### config.mk
export PLATFORM = sky130hd
export DESIGN_NAME = cursor_address_format_expander
export DESIGN_NICKNAME = d
export VERILOG_FILES = /design/src/hw/rtl/cafe_pkg.sv /design/src/hw/rtl/cursor_address_format_expander.sv /design/src/hw/rtl/cafe_queue.sv /design/src/hw/rtl/cafe_front.sv /design/src/hw/rtl/cafe_back.sv
export SDC_FILE = /design/constraint.sdc
export NUM_CORES = 2
export LEC_CHECK = 0
export BUFFER_PORTS_ARGS = -buffer_cell sky130_fd_sc_hd__buf_2
export CAP_MARGIN = 10
export CORE_UTILIZATION = 35
export CTS_BUF_LIST = sky130_fd_sc_hd__clkbuf_8 sky130_fd_sc_hd__clkbuf_16
export DETAILED_ROUTE_END_ITERATION = 10
export GPL_TIMING_DRIVEN = 0
export PLACE_DENSITY = 0.5
export SYNTH_ARGS = -nofsm -noshare
export SYNTH_HDL_FRONTEND = slang
export SYNTH_SLANG_ARGS = --single-unit
### constraint.sdc
create_clock -name i_clk -period 10.6 [get_ports i_clk]
set_input_delay 0 -clock i_clk [delete_from_list [all_inputs] [get_ports i_clk]]
set_output_delay 0 -clock i_clk [all_outputs]
set_load 0.02 [all_outputs]
### src/hw/rtl/cafe_pkg.sv
// Shared types, codes and constants of the cursor address format expander.
// Used by cafe_front, cafe_back and the top level; depends on nothing.
package cafe_pkg;

    localparam int OUT_SIZE_DEF  = 80;
    localparam int FIX_DEPTH_DEF = 8;
    localparam int QUEUE_DEPTH   = 4;

    // Input operation codes.
    localparam logic [1:0] OP_START = 2'd0;
    localparam logic [1:0] OP_CHAR  = 2'd1;
    localparam logic [1:0] OP_END   = 2'd2;

    // Register indexes of the configuration port.
    localparam logic [0:0] REG_UP_LEN   = 1'b0;
    localparam logic [0:0] REG_BACK_LEN = 1'b1;

    // Format characters.
    localparam logic [7:0] CH_PCT   = 8'h25;
    localparam logic [7:0] CH_PLUS  = 8'h2B;
    localparam logic [7:0] CH_DOT   = 8'h2E;
    localparam logic [7:0] CH_ZERO  = 8'h30;
    localparam logic [7:0] CH_TWO   = 8'h32;
    localparam logic [7:0] CH_THREE = 8'h33;
    localparam logic [7:0] CH_GT    = 8'h3E;
    localparam logic [7:0] CH_BCD   = 8'h42;
    localparam logic [7:0] CH_CHAR  = 8'h43;
    localparam logic [7:0] CH_DELTA = 8'h44;
    localparam logic [7:0] CH_DEC   = 8'h64;
    localparam logic [7:0] CH_INC   = 8'h69;
    localparam logic [7:0] CH_XMASK = 8'h6D;
    localparam logic [7:0] CH_XORN  = 8'h6E;
    localparam logic [7:0] CH_REV   = 8'h72;

    // Values that a character output must not send as they are.
    localparam logic [15:0] VAL_CTRL_D  = 16'h0004;
    localparam logic [15:0] VAL_NEWLINE = 16'h000A;

    localparam logic [15:0] MASK_M = 16'o177;
    localparam logic [15:0] MASK_N = 16'o140;

    typedef enum logic [1:0] {
        K_BYTE = 2'd0,
        K_UP   = 2'd1,
        K_BACK = 2'd2,
        K_DONE = 2'd3
    } t_kind;

    typedef enum logic [1:0] {
        ST_OK  = 2'd0,
        ST_BAD = 2'd1,
        ST_OVF = 2'd2
    } t_status;

    typedef enum logic [1:0] {
        J_BYTE = 2'd0,
        J_DEC  = 2'd1,
        J_END  = 2'd2
    } t_jkind;

    // One job handed from the parser to the emitter.
    typedef struct packed {
        t_jkind       kind;
        logic [15:0]  data;    // byte in the low bits, or the value to print
        logic [2:0]   ndig;    // decimal digits still to print
        t_status      status;
    } t_job;

endpackage

### src/hw/rtl/cursor_address_format_expander.sv
// Cursor address format expander, top level.
// Depends on cafe_pkg, cafe_front, cafe_queue and cafe_back.
//
// Usage:
//   Input words arrive on i_valid / o_stall: a start word with column and
//   row, the characters of a cursor-motion format, then an end word. A word
//   is taken when i_valid is high and o_stall is low. Result words leave on
//   o_valid / i_stall; o_last marks the final result caused by one input.
//   The configuration port (i_cfg_valid / o_cfg_ready, always ready) sets
//   the up-line length (index 0) and back-space length (index 1); write it
//   only while the block is idle.
//   Throughput: one input word per cycle while the four-entry job queue has
//   room. Results leave one per cycle unless the receiver stalls, so a
//   decimal code gives one to four results and an end word one per logged
//   fix plus one; the emitter's output register sets this rate. The first
//   result of a word passes the queue and the job and output registers.
//   Reset clears the parser state, the queue and the output register and
//   sets the up-line length to 0 and the back-space length to 1. While the
//   receiver stalls, the output word holds and the queue fills, after which
//   o_stall rises.
module cursor_address_format_expander #(
    parameter int OUT_SIZE  = cafe_pkg::OUT_SIZE_DEF,
    parameter int FIX_DEPTH = cafe_pkg::FIX_DEPTH_DEF
) (
    input  logic        i_clk,
    input  logic        i_rst_n,
    input  logic        i_valid,
    output logic        o_stall,
    input  logic [1:0]  i_op,
    input  logic [7:0]  i_fmt_char,
    input  logic [11:0] i_column,
    input  logic [11:0] i_row,
    output logic        o_valid,
    input  logic        i_stall,
    output logic [1:0]  o_kind,
    output logic [7:0]  o_out_byte,
    output logic [1:0]  o_status,
    output logic        o_last,
    input  logic        i_cfg_valid,
    output logic        o_cfg_ready,
    input  logic [0:0]  i_cfg_index,
    input  logic [3:0]  i_cfg_data
);
    localparam int FC_W = $clog2(FIX_DEPTH + 1);
    localparam int JW   = $bits(cafe_pkg::t_job);
    localparam int QW   = JW + FC_W + FIX_DEPTH;

    logic                 accept, push, pop, q_empty, q_full;
    cafe_pkg::t_job       f_job;
    logic [FC_W-1:0]      f_fcnt;
    logic [FIX_DEPTH-1:0] f_flog;
    logic [QW-1:0]        q_rdata;

    assign o_cfg_ready = 1'b1;
    assign o_stall     = q_full;
    assign accept      = i_valid && !q_full;

    cafe_front #(
        .OUT_SIZE  (OUT_SIZE),
        .FIX_DEPTH (FIX_DEPTH)
    ) u_front (
        .i_clk       (i_clk),
        .i_rst_n     (i_rst_n),
        .i_cfg_we    (i_cfg_valid),
        .i_cfg_index (i_cfg_index),
        .i_cfg_data  (i_cfg_data),
        .i_accept    (accept),
        .i_op        (i_op),
        .i_fmt_char  (i_fmt_char),
        .i_column    (i_column),
        .i_row       (i_row),
        .o_push      (push),
        .o_job       (f_job),
        .o_fcnt      (f_fcnt),
        .o_flog      (f_flog)
    );

    cafe_queue #(
        .W     (QW),
        .DEPTH (cafe_pkg::QUEUE_DEPTH)
    ) u_queue (
        .i_clk   (i_clk),
        .i_rst_n (i_rst_n),
        .i_push  (push),
        .i_wdata ({f_job, f_fcnt, f_flog}),
        .i_pop   (pop),
        .o_rdata (q_rdata),
        .o_empty (q_empty),
        .o_full  (q_full)
    );

    cafe_back #(
        .FIX_DEPTH (FIX_DEPTH)
    ) u_back (
        .i_clk      (i_clk),
        .i_rst_n    (i_rst_n),
        .i_job      (cafe_pkg::t_job'(q_rdata[QW-1 -: JW])),
        .i_fcnt     (q_rdata[FIX_DEPTH +: FC_W]),
        .i_flog     (q_rdata[FIX_DEPTH-1:0]),
        .i_empty    (q_empty),
        .o_pop      (pop),
        .o_valid    (o_valid),
        .i_stall    (i_stall),
        .o_kind     (o_kind),
        .o_out_byte (o_out_byte),
        .o_status   (o_status),
        .o_last     (o_last)
    );

endmodule

### src/hw/rtl/cafe_queue.sv
// Short job queue between parser and emitter, register based.
// Generic in width and depth; depends on nothing.
module cafe_queue #(
    parameter int W     = 8,
    parameter int DEPTH = 4
) (
    input  logic         i_clk,
    input  logic         i_rst_n,
    input  logic         i_push,
    input  logic [W-1:0] i_wdata,
    input  logic         i_pop,
    output logic [W-1:0] o_rdata,
    output logic         o_empty,
    output logic         o_full
);
    localparam int AW = (DEPTH > 1) ? $clog2(DEPTH) : 1;
    localparam int CW = $clog2(DEPTH + 1);

    logic [W-1:0]  r_mem [DEPTH];
    logic [AW-1:0] r_wptr, r_rptr;
    logic [CW-1:0] r_cnt;

    function automatic logic [AW-1:0] f_inc(input logic [AW-1:0] p);
        f_inc = (p == AW'(DEPTH - 1)) ? '0 : p + 1'b1;
    endfunction

    assign o_rdata = r_mem[r_rptr];
    assign o_empty = (r_cnt == '0);
    assign o_full  = (r_cnt == CW'(DEPTH));

    always_ff @(posedge i_clk) begin
        if (!i_rst_n) begin
            r_wptr <= '0;
            r_rptr <= '0;
            r_cnt  <= '0;
        end else begin
            if (i_push) begin
                r_wptr <= f_inc(r_wptr);
            end
            if (i_pop) begin
                r_rptr <= f_inc(r_rptr);
            end
            if (i_push && !i_pop) begin
                r_cnt <= r_cnt + 1'b1;
            end else if (!i_push && i_pop) begin
                r_cnt <= r_cnt - 1'b1;
            end
        end
    end

    always_ff @(posedge i_clk) begin
        if (i_push) begin
            r_mem[r_wptr] <= i_wdata;
        end
    end

endmodule

### src/hw/rtl/cafe_front.sv
// Parser of the expander: holds the format state and the configuration,
// classifies every accepted word and issues jobs. Depends on cafe_pkg.
module cafe_front #(
    parameter int OUT_SIZE  = cafe_pkg::OUT_SIZE_DEF,
    parameter int FIX_DEPTH = cafe_pkg::FIX_DEPTH_DEF,
    localparam int FC_W     = $clog2(FIX_DEPTH + 1)
) (
    input  logic                  i_clk,
    input  logic                  i_rst_n,
    input  logic                  i_cfg_we,
    input  logic [0:0]            i_cfg_index,
    input  logic [3:0]            i_cfg_data,
    input  logic                  i_accept,
    input  logic [1:0]            i_op,
    input  logic [7:0]            i_fmt_char,
    input  logic [11:0]           i_column,
    input  logic [11:0]           i_row,
    output logic                  o_push,
    output cafe_pkg::t_job        o_job,
    output logic [FC_W-1:0]       o_fcnt,
    output logic [FIX_DEPTH-1:0]  o_flog
);
    typedef enum logic [6:0] {
        M_NORMAL  = 7'b0000001,
        M_PERCENT = 7'b0000010,
        M_PLUS    = 7'b0000100,
        M_GT_X    = 7'b0001000,
        M_GT_ADD  = 7'b0010000,
        M_GT_SKIP = 7'b0100000,
        M_ERROR   = 7'b1000000
    } t_mode;

    logic [3:0]           r_up_len, r_back_len;
    t_mode                r_mode, n_mode;
    logic [15:0]          r_cur, n_cur, r_col, n_col, r_row, n_row;
    logic                 r_use_col, n_use_col;
    logic [6:0]           r_out_cnt, n_out_cnt;
    logic [FIX_DEPTH-1:0] r_flog, n_flog;
    logic [FC_W-1:0]      r_fcnt, n_fcnt;
    logic [7:0]           r_flen, n_flen;
    cafe_pkg::t_status    r_err, n_err;

    // One shared reciprocal multiplier: divide by 10 for the BCD code and
    // by 96 (a shift by five, then divide by 3) for the character code.
    logic        sel_ten;
    logic [15:0] mul_a, mul_k, quo;
    logic [31:0] prod;
    logic [15:0] rem96;

    assign sel_ten = (i_fmt_char == cafe_pkg::CH_BCD);
    assign mul_a   = sel_ten ? r_cur : {5'b0, r_cur[15:5]};
    assign mul_k   = sel_ten ? 16'd52429 : 16'd43691;
    assign prod    = mul_a * mul_k;
    assign quo     = sel_ten ? 16'(prod >> 19) : 16'(prod >> 17);
    assign rem96   = r_cur - ((quo << 6) + (quo << 5));

    logic                 do_char, bump;
    logic [15:0]          cv, bv;
    logic [2:0]           add_cnt;
    logic [7:0]           sum_cnt;
    logic [7:0]           fix_len;
    logic [8:0]           end_sum;
    cafe_pkg::t_status    st;

    always_comb begin
        n_mode    = r_mode;
        n_cur     = r_cur;
        n_col     = r_col;
        n_row     = r_row;
        n_use_col = r_use_col;
        n_out_cnt = r_out_cnt;
        n_flog    = r_flog;
        n_fcnt    = r_fcnt;
        n_flen    = r_flen;
        n_err     = r_err;
        o_push    = 1'b0;
        o_job     = '{kind: cafe_pkg::J_BYTE, data: 16'd0, ndig: 3'd0,
                      status: cafe_pkg::ST_OK};
        o_fcnt    = '0;
        do_char   = 1'b0;
        cv        = r_cur;
        bv        = r_cur;
        bump      = 1'b0;
        add_cnt   = 3'd0;
        st        = r_err;
        end_sum   = {2'b0, r_out_cnt} + {1'b0, r_flen};
        fix_len   = r_use_col ? {4'b0, ((r_back_len == 4'd0) ? 4'd1 : r_back_len)}
                              : {4'b0, r_up_len};

        if (i_accept) begin
            unique case (i_op)
                cafe_pkg::OP_START: begin
                    n_mode    = M_NORMAL;
                    n_use_col = 1'b0;
                    n_out_cnt = '0;
                    n_fcnt    = '0;
                    n_flen    = '0;
                    n_err     = cafe_pkg::ST_OK;
                    n_col     = {4'b0, i_column};
                    n_row     = {4'b0, i_row};
                    n_cur     = {4'b0, i_row};
                end
                cafe_pkg::OP_CHAR: begin
                    unique case (r_mode)
                        M_NORMAL: begin
                            if ({1'b0, r_out_cnt} + 8'd5 >= 8'(OUT_SIZE)) begin
                                n_mode = M_ERROR;
                                n_err  = cafe_pkg::ST_OVF;
                            end else if (i_fmt_char == cafe_pkg::CH_PCT) begin
                                n_mode = M_PERCENT;
                            end else begin
                                o_push    = 1'b1;
                                o_job.data = {8'b0, i_fmt_char};
                                add_cnt   = 3'd1;
                            end
                        end
                        M_PERCENT: begin
                            n_mode = M_NORMAL;
                            unique case (i_fmt_char)
                                cafe_pkg::CH_PCT: begin
                                    o_push     = 1'b1;
                                    o_job.data = {8'b0, cafe_pkg::CH_PCT};
                                    add_cnt    = 3'd1;
                                end
                                cafe_pkg::CH_DEC, cafe_pkg::CH_TWO,
                                cafe_pkg::CH_THREE: begin
                                    o_push     = 1'b1;
                                    o_job.kind = cafe_pkg::J_DEC;
                                    o_job.data = r_cur;
                                    if (i_fmt_char == cafe_pkg::CH_TWO) begin
                                        o_job.ndig = 3'd2;
                                    end else if (i_fmt_char == cafe_pkg::CH_DEC
                                                 && r_cur < 16'd10) begin
                                        o_job.ndig = 3'd1;
                                    end else if (i_fmt_char == cafe_pkg::CH_DEC
                                                 && r_cur < 16'd100) begin
                                        o_job.ndig = 3'd2;
                                    end else if (r_cur >= 16'd1000) begin
                                        o_job.ndig = 3'd4;
                                    end else begin
                                        o_job.ndig = 3'd3;
                                    end
                                    add_cnt   = o_job.ndig;
                                    n_use_col = ~r_use_col;
                                    n_cur     = r_use_col ? r_row : r_col;
                                end
                                cafe_pkg::CH_CHAR: begin
                                    if (r_cur >= 16'd96) begin
                                        o_push     = 1'b1;
                                        o_job.data = {8'b0, quo[7:0]};
                                        add_cnt    = 3'd1;
                                        n_cur      = rem96;
                                    end
                                    n_mode = M_PLUS;
                                end
                                cafe_pkg::CH_PLUS: n_mode = M_PLUS;
                                cafe_pkg::CH_DOT:  do_char = 1'b1;
                                cafe_pkg::CH_GT:   n_mode = M_GT_X;
                                cafe_pkg::CH_BCD: begin
                                    n_cur = r_cur + (quo << 2) + (quo << 1);
                                end
                                cafe_pkg::CH_DELTA: begin
                                    n_cur = r_cur - {11'b0, r_cur[3:0], 1'b0};
                                end
                                cafe_pkg::CH_INC: begin
                                    n_col = r_col + 16'd1;
                                    n_row = r_row + 16'd1;
                                    n_cur = r_cur + 16'd1;
                                end
                                cafe_pkg::CH_XMASK: begin
                                    n_col = r_col ^ cafe_pkg::MASK_M;
                                    n_row = r_row ^ cafe_pkg::MASK_M;
                                    n_cur = r_use_col ? n_col : n_row;
                                end
                                cafe_pkg::CH_XORN: begin
                                    n_col = r_col ^ cafe_pkg::MASK_N;
                                    n_row = r_row ^ cafe_pkg::MASK_N;
                                    n_cur = r_use_col ? n_col : n_row;
                                end
                                cafe_pkg::CH_REV: begin
                                    n_use_col = 1'b1;
                                    n_cur     = r_col;
                                end
                                default: begin
                                    n_mode = M_ERROR;
                                    n_err  = cafe_pkg::ST_BAD;
                                end
                            endcase
                        end
                        M_PLUS: begin
                            n_mode  = M_NORMAL;
                            cv      = r_cur + {8'b0, i_fmt_char};
                            n_cur   = cv;
                            do_char = 1'b1;
                        end
                        M_GT_X: begin
                            n_mode = (r_cur > {8'b0, i_fmt_char}) ? M_GT_ADD : M_GT_SKIP;
                        end
                        M_GT_ADD: begin
                            n_mode = M_NORMAL;
                            n_cur  = r_cur + {8'b0, i_fmt_char};
                        end
                        M_GT_SKIP: n_mode = M_NORMAL;
                        M_ERROR: ;
                        default: ;
                    endcase
                end
                cafe_pkg::OP_END: begin
                    if (r_err == cafe_pkg::ST_OK && r_mode != M_NORMAL) begin
                        st = cafe_pkg::ST_BAD;
                    end
                    if (st == cafe_pkg::ST_OK && end_sum >= 9'(OUT_SIZE)) begin
                        st = cafe_pkg::ST_OVF;
                    end
                    o_push       = 1'b1;
                    o_job.kind   = cafe_pkg::J_END;
                    o_job.status = st;
                    o_fcnt       = (st == cafe_pkg::ST_OK) ? r_fcnt : '0;
                    n_mode       = M_NORMAL;
                    n_cur        = '0;
                    n_col        = '0;
                    n_row        = '0;
                    n_use_col    = 1'b0;
                    n_out_cnt    = '0;
                    n_fcnt       = '0;
                    n_flen       = '0;
                    n_err        = cafe_pkg::ST_OK;
                end
                default: ;
            endcase
        end

        // Character output: values that a terminal would swallow are bumped
        // by one and a cursor fix is logged for the end of the string.
        if (do_char) begin
            bump = (r_use_col || r_up_len != 4'd0)
                && (cv == 16'd0 || cv == cafe_pkg::VAL_CTRL_D
                    || cv == cafe_pkg::VAL_NEWLINE);
            if (bump && r_fcnt >= FC_W'(FIX_DEPTH)) begin
                n_mode = M_ERROR;
                n_err  = cafe_pkg::ST_OVF;
            end else begin
                if (bump) begin
                    for (int i = 0; i < FIX_DEPTH; i++) begin
                        if (r_fcnt == FC_W'(i)) begin
                            n_flog[i] = r_use_col;
                        end
                    end
                    n_fcnt = r_fcnt + 1'b1;
                    n_flen = r_flen + fix_len;
                end
                bv         = cv + {15'b0, bump};
                o_push     = 1'b1;
                o_job.data = {8'b0, bv[7:0]};
                add_cnt    = 3'd1;
                n_use_col  = ~r_use_col;
                n_cur      = r_use_col ? r_row : r_col;
            end
        end

        // The output count saturates at its top value.
        sum_cnt = {1'b0, r_out_cnt} + {5'b0, add_cnt};
        if (add_cnt != 3'd0) begin
            n_out_cnt = sum_cnt[7] ? 7'd127 : sum_cnt[6:0];
        end
    end

    assign o_flog = r_flog;

    always_ff @(posedge i_clk) begin
        if (!i_rst_n) begin
            r_up_len   <= 4'd0;
            r_back_len <= 4'd1;
            r_mode     <= M_NORMAL;
            r_cur      <= '0;
            r_col      <= '0;
            r_row      <= '0;
            r_use_col  <= 1'b0;
            r_out_cnt  <= '0;
            r_fcnt     <= '0;
            r_flen     <= '0;
            r_err      <= cafe_pkg::ST_OK;
        end else begin
            if (i_cfg_we && i_cfg_index == cafe_pkg::REG_UP_LEN) begin
                r_up_len <= i_cfg_data;
            end
            if (i_cfg_we && i_cfg_index == cafe_pkg::REG_BACK_LEN) begin
                r_back_len <= i_cfg_data;
            end
            r_mode    <= n_mode;
            r_cur     <= n_cur;
            r_col     <= n_col;
            r_row     <= n_row;
            r_use_col <= n_use_col;
            r_out_cnt <= n_out_cnt;
            r_fcnt    <= n_fcnt;
            r_flen    <= n_flen;
            r_err     <= n_err;
        end
    end

    // The fix log is only read below the fix count, so it needs no reset.
    always_ff @(posedge i_clk) begin
        r_flog <= n_flog;
    end

endmodule

### src/hw/rtl/cafe_back.sv
// Emitter (depends on cafe_pkg): takes jobs from the queue and, when not
// stalled, sends one result word a cycle through an output register.
module cafe_back #(
    parameter int FIX_DEPTH = cafe_pkg::FIX_DEPTH_DEF,
    localparam int FC_W     = $clog2(FIX_DEPTH + 1)
) (
    input  logic                  i_clk,
    input  logic                  i_rst_n,
    input  cafe_pkg::t_job        i_job,
    input  logic [FC_W-1:0]       i_fcnt,
    input  logic [FIX_DEPTH-1:0]  i_flog,
    input  logic                  i_empty,
    output logic                  o_pop,
    output logic                  o_valid,
    input  logic                  i_stall,
    output logic [1:0]            o_kind,
    output logic [7:0]            o_out_byte,
    output logic [1:0]            o_status,
    output logic                  o_last
);
    logic                 r_have;
    cafe_pkg::t_job       r_job, n_job;
    logic [FC_W-1:0]      r_fcnt, n_fcnt;
    logic [FIX_DEPTH-1:0] r_flog, n_flog;

    logic                 r_valid, r_last;
    cafe_pkg::t_kind      r_kind, res_kind;
    logic [7:0]           r_byte, res_byte;
    cafe_pkg::t_status    r_status, res_status;
    logic                 res_last;

    logic                 load_ok, step, fin;

    // Leading decimal digit by reciprocal multiplication; the remainder is
    // taken with shift-and-add forms of 1000, 100 and 10.
    logic [16:0] dk;
    logic [32:0] dprod;
    logic [15:0] dq, dqd;

    always_comb begin
        unique case (r_job.ndig)
            3'd4:    dk = 17'd67109;
            3'd3:    dk = 17'd5243;
            default: dk = 17'd52429;
        endcase
        dprod = {17'b0, r_job.data} * {16'b0, dk};
        unique case (r_job.ndig)
            3'd4: begin
                dq  = 16'(dprod >> 26);
                dqd = (dq << 10) - (dq << 4) - (dq << 3);
            end
            3'd3: begin
                dq  = 16'(dprod >> 19);
                dqd = (dq << 6) + (dq << 5) + (dq << 2);
            end
            default: begin
                dq  = 16'(dprod >> 19);
                dqd = (dq << 3) + (dq << 1);
            end
        endcase
    end

    always_comb begin
        n_job      = r_job;
        n_fcnt     = r_fcnt;
        n_flog     = r_flog;
        res_kind   = cafe_pkg::K_BYTE;
        res_byte   = 8'd0;
        res_status = cafe_pkg::ST_OK;
        res_last   = 1'b1;
        unique case (r_job.kind)
            cafe_pkg::J_BYTE: begin
                res_byte = r_job.data[7:0];
            end
            cafe_pkg::J_DEC: begin
                if (r_job.ndig <= 3'd1) begin
                    res_byte = cafe_pkg::CH_ZERO + r_job.data[7:0];
                end else begin
                    res_byte   = cafe_pkg::CH_ZERO + dq[7:0];
                    res_last   = 1'b0;
                    n_job.data = r_job.data - dqd;
                    n_job.ndig = r_job.ndig - 3'd1;
                end
            end
            cafe_pkg::J_END: begin
                if (r_fcnt != '0) begin
                    res_kind = r_flog[0] ? cafe_pkg::K_BACK : cafe_pkg::K_UP;
                    res_last = 1'b0;
                    n_flog   = r_flog >> 1;
                    n_fcnt   = r_fcnt - 1'b1;
                end else begin
                    res_kind   = cafe_pkg::K_DONE;
                    res_status = r_job.status;
                end
            end
            default: ;
        endcase
    end

    assign load_ok = !r_valid || !i_stall;
    assign step    = r_have && load_ok;
    assign fin     = step && res_last;
    assign o_pop   = (!r_have || fin) && !i_empty;

    always_ff @(posedge i_clk) begin
        if (!i_rst_n) begin
            r_have  <= 1'b0;
            r_valid <= 1'b0;
        end else begin
            if (o_pop) begin
                r_have <= 1'b1;
            end else if (fin) begin
                r_have <= 1'b0;
            end
            if (load_ok) begin
                r_valid <= step;
            end
        end
    end

    always_ff @(posedge i_clk) begin
        if (o_pop) begin
            r_job  <= i_job;
            r_fcnt <= i_fcnt;
            r_flog <= i_flog;
        end else if (step) begin
            r_job  <= n_job;
            r_fcnt <= n_fcnt;
            r_flog <= n_flog;
        end
        if (step) begin
            r_kind   <= res_kind;
            r_byte   <= res_byte;
            r_status <= res_status;
            r_last   <= res_last;
        end
    end

    assign o_valid    = r_valid;
    assign o_kind     = r_kind;
    assign o_out_byte = r_byte;
    assign o_status   = r_status;
    assign o_last     = r_last;

endmodule
==> flow_summary_export.csv <==
group,metric,value,unit
die,row_count,115,
critical_path,reg2reg_depth,45,
clock_network,h-tree-depth,2,
global_routing,grt_pass1_wl,170,mm
sta,final_min_period_over_clock_period,0.965,
sta,relative_slew_margins,0.238,
critical_path,setup.reg_to_reg.worst_slack,0.37,ns
yosys,async_reset_ff_frac,0,
sta,fin_skew,0.0259,ns
yosys,synth_cells,3748,
routing,detail_route.wirelength,112,mm
clock_network,cts_sinks,292,
routing,routed_via_density,5.35,
sta,layout_setup_ws,0.369,ns
yosys,synth_top_cells_by_area,"sky130_fd_sc_hd__fa_1 18%, sky130_fd_sc_hd__edfxtp_1 17%, sky130_fd_sc_hd__ha_1 16%",
hold_path,timing.hold.worst_path_depth,5,
clock_network,clk_root_buffer_cell,"sky130_fd_sc_hd__clkbuf_16",
routing,detail-route-antenna-nets,0,
sta,timing_worst_slew_pin_value,1.13,ns
sta,grt_setup_unrepaired,"true",
die,dieHeight,317,microns
global_routing,grt_antenna_before_repair,0,
yosys,synth_top_cell_area_share,0.182,
die,top_level_ports,60,
yosys,synth_area_leader_cell,"sky130_fd_sc_hd__fa_1",
yosys,synthesis.area,34600,sq um
yosys,synth_edf_count,196,
job,timing.max_cap.violations,0,
global_routing,grt.overflow.total,0,
critical_path,critical_path.reg2reg.endpoint,"u_back.r_job[20]$_DFFE_PP_",
yosys,synth-warning-count,0,
hold_path,kind_of_path_behind_the_tightest_hold_check,"in2reg",
critical_path,element_type_at_the_critical_path_start,"flip-flop",
layout,num-nets-final,4765,
clock_network,cts_tree,"done",
clock_network,cts_inserted_buffers,35,
critical_path,worst_ep_arrival_time,10.53,ns
clock_network,clkSlewWorstSetupHoldPaths,0.06,ns
sta,fin_hold_ws,0.0690,ns
die,die_area,100000,sq um
critical_path,worst_r2r_startpoint,"u_back.r_job[2]$_DFFE_PP_",
run_status,status,"complete, no violations",
yosys,ys_ff_latch,292,
yosys,synth_ff_type,"sky130_fd_sc_hd__edfxtp_1",
yosys,netlist-cell-type-count,97,
layout,final_area,40000,sq um
sta,timing.final.crit_period,10.23,ns
placement,dp.final_hpwl,90.5,mm
die,initial_core_utilization,0.352,
routing,routed-via-count,28300,
placement,pre_cts_ws,-3.23,ns
global_routing,groute.usage.overall,0.223,
routing,detailedRoute.firstPassIterationCount,6,
placement,placed_cell_area,36700,sq um
critical_path,cp_slowest_cell,"sky130_fd_sc_hd__fa_1",
placement,port_buffers,58,
sta,final_hold_viol_count,0,
critical_path,timing.critical_path.required,10.90,ns
critical_path,timing.critical_path.fanout_max,5,
die,die_w,317,microns
clock_network,clock_latency,0.56,ns
routing,wl_per_cell,21.3,microns
global_routing,first_global_vias,28500,
critical_path,cp-end-kind,"flip-flop",
yosys,seq_area_frac_synth,0.225,
hold_path,min-delay-start,"i_cfg_index",
routing,drc,0,
hold_path,worst_hold_path.endpoint,"u_front.r_up_len[1]$_SDFFE_PN0P_",
routing,detailedRoute.firstIterationViolations,2092,
critical_path,max_stage_delay,0.56,ns
sta,report.final.slew_viol_count,0,
yosys,average_cell_area_after_synthesis,9.24,sq um
critical_path,worstSetupPathType,"reg2reg",
sta,fmax,0.0977,GHz
die,core_area,98300,sq um
global_routing,grt_max_degree,28,
clock_network,max-clock-path-buffers,3,
layout,layout-drive-gt1-share,0.127,
placement,place.gp.congestion,0.954,
sta,finalSetupViolations,0,
layout,area_added_between_synthesis_and_finish,15.5,%
[routing by layer]
metal | GRT usage | wire (microns) | vias to the layer above
li1 | - | - | 13300
met1 | 0.289 | 48200 | 13900
met2 | 0.379 | 53400 | 881
met3 | 0.0249 | 5470 | 261
met4 | 0.0910 | 5410 | 0
met5 | 0 | 0 | -
[layout make-up]
type,instances,area (sq um)
tap,1287,1610
inverter,583,2210
multi-input combinational,2736,25000
timing repair buffer,182,1420
antenna,1,2.50
buffer,143,759
fill,9984,58300
clock inverter,23,211
clock buffer,40,945
sequential,292,7820
[cell families after synthesis]
family,count (synthesis),share of synthesized area
XOR/XNOR,156,0.0399
AND/OR/NAND/NOR,966,0.136
buffers and inverters,736,0.0805
adder cells (fa/ha/maj),748,0.338
other,2,0.000217
multiplexers,70,0.0334
AO/OA/AOI/OAI,778,0.146
flip-flops,292,0.225
[critical path, delay by kind of cell, from the launching register on]
family | cells | cell delay [ns]
simple gates | 7 | 1.05
flops | 1 | 0.46
buf+inv | 8 | 0.77
compound gates | 15 | 2.26
fa+ha+maj | 11 | 4.66
mux | 1 | 0.26
xor+xnor | 3 | 0.48
[flip-flops by register name, summed over array words and instances (netlist names), 2 cells and up, named ones only]
name                flops
u_back.n_job            4
u_back.o_kind           2
u_back.o_out_byte       8
u_back.o_status         2
u_back.r_fcnt           4
u_back.r_flog           8
u_back.r_job           19
u_front.o_flog          8
u_front.r_back_len      4
u_front.r_col          16
u_front.r_cur          16
u_front.r_err           2
u_front.r_fcnt          4
u_front.r_flen          8
u_front.r_mode          7
u_front.r_out_cnt       7
u_front.r_row          16
u_front.r_up_len        4
u_queue.r_cnt           3
u_queue.r_mem         140
u_queue.r_rptr          2
u_queue.r_wptr          2
[repair_timing]
item	4_1_cts	5_1_grt
pin swaps	36	87
gates resized for setup	181	151
endpoints found under the setup margin	46	16
hold endpoints to repair	51	0
setup buffers	43	35
hold buffers	39	0
[per-stage QoR]
stage	TNS, ns	util	instances
detailed placement	-77.27	0.374	5115
global placement	-91.43	0.373	5109
finish	0	0.407	5287
global route	-0.152	0.407	5286
CTS	0	0.400	5256
floorplan	0	-	3764
[worst max-delay path by stage]
stage,startpoint,endpoint,slack (ns),depth (start not counted)
floorplan,u_back.r_job[2]$_DFFE_PP_,u_back.r_job[20]$_DFFE_PP_,0.08,50
global placement,i_fmt_char[1],u_front.r_cur[10]$_SDFF_PN0_,-3.72,43
detailed placement,i_fmt_char[1],u_front.r_cur[11]$_SDFF_PN0_,-3.23,41
CTS,u_back.r_job[2]$_DFFE_PP_,u_back.r_job[20]$_DFFE_PP_,0.004,46
global route,u_back.r_job[3]$_DFFE_PP_,u_back.r_job[20]$_DFFE_PP_,-0.12,50
finish,u_back.r_job[2]$_DFFE_PP_,u_back.r_job[20]$_DFFE_PP_,0.37,45
[layout by cell type, fill, tap and decap left out, drive strengths merged, types with 18 or more instances in the layout]
| master | count |
|---|---|
| o21a | 20 |
| and3 | 60 |
| dfxtp | 96 |
| a22oi | 27 |
| and2 | 61 |
| dlygate4sd3 | 39 |
| nand2b | 33 |
| fa | 315 |
| nand3 | 73 |
| nor3 | 57 |
| nand4 | 27 |
| edfxtp | 196 |
| nor2 | 234 |
| or2 | 20 |
| or3 | 23 |
| a21oi | 224 |
| nor2b | 34 |
| o21ai | 178 |
| clkbuf | 150 |
| a21o | 56 |
| a211oi | 37 |
| o21bai | 26 |
| o22ai | 22 |
| mux2i | 20 |
| mux4 | 35 |
| a31oi | 21 |
| o211ai | 28 |
| inv | 588 |
| ha | 433 |
| xnor2 | 94 |
| xor2 | 62 |
| conb | 18 |
| nand2 | 296 |
| buf | 176 |
| a221oi | 20 |
[synth_stat cells, drive strengths merged, types with 7 or more instances]
cell and instances:
and3 60, a21oi 224, o221ai 10, nor2b 34, a211oi 37, a21o 56, and2 61, or3 23
ha 433, o31ai 15, a222oi 7, nor2 234, edfxtp 196, a22oi 27, fa 315, dfxtp 96
o21a 20, mux2 15, o31a 7, o21bai 26, o211ai 28, xor2 62, nand3 73, nand4b 7
nand2 296, nand2b 33, a221oi 20, o21ai 178, clkbuf 120, nor3 57, buf 33, or2 20
mux2i 20, a31oi 21, nand4 27, a211o 8, nor4 10, a221o 8, inv 583, a22o 8
xnor2 94, mux4 35, o22ai 22
Power is left out: the tool's default activity adds up to more than one toggle a clock period on the data nets, which glitch-free logic cannot reach.
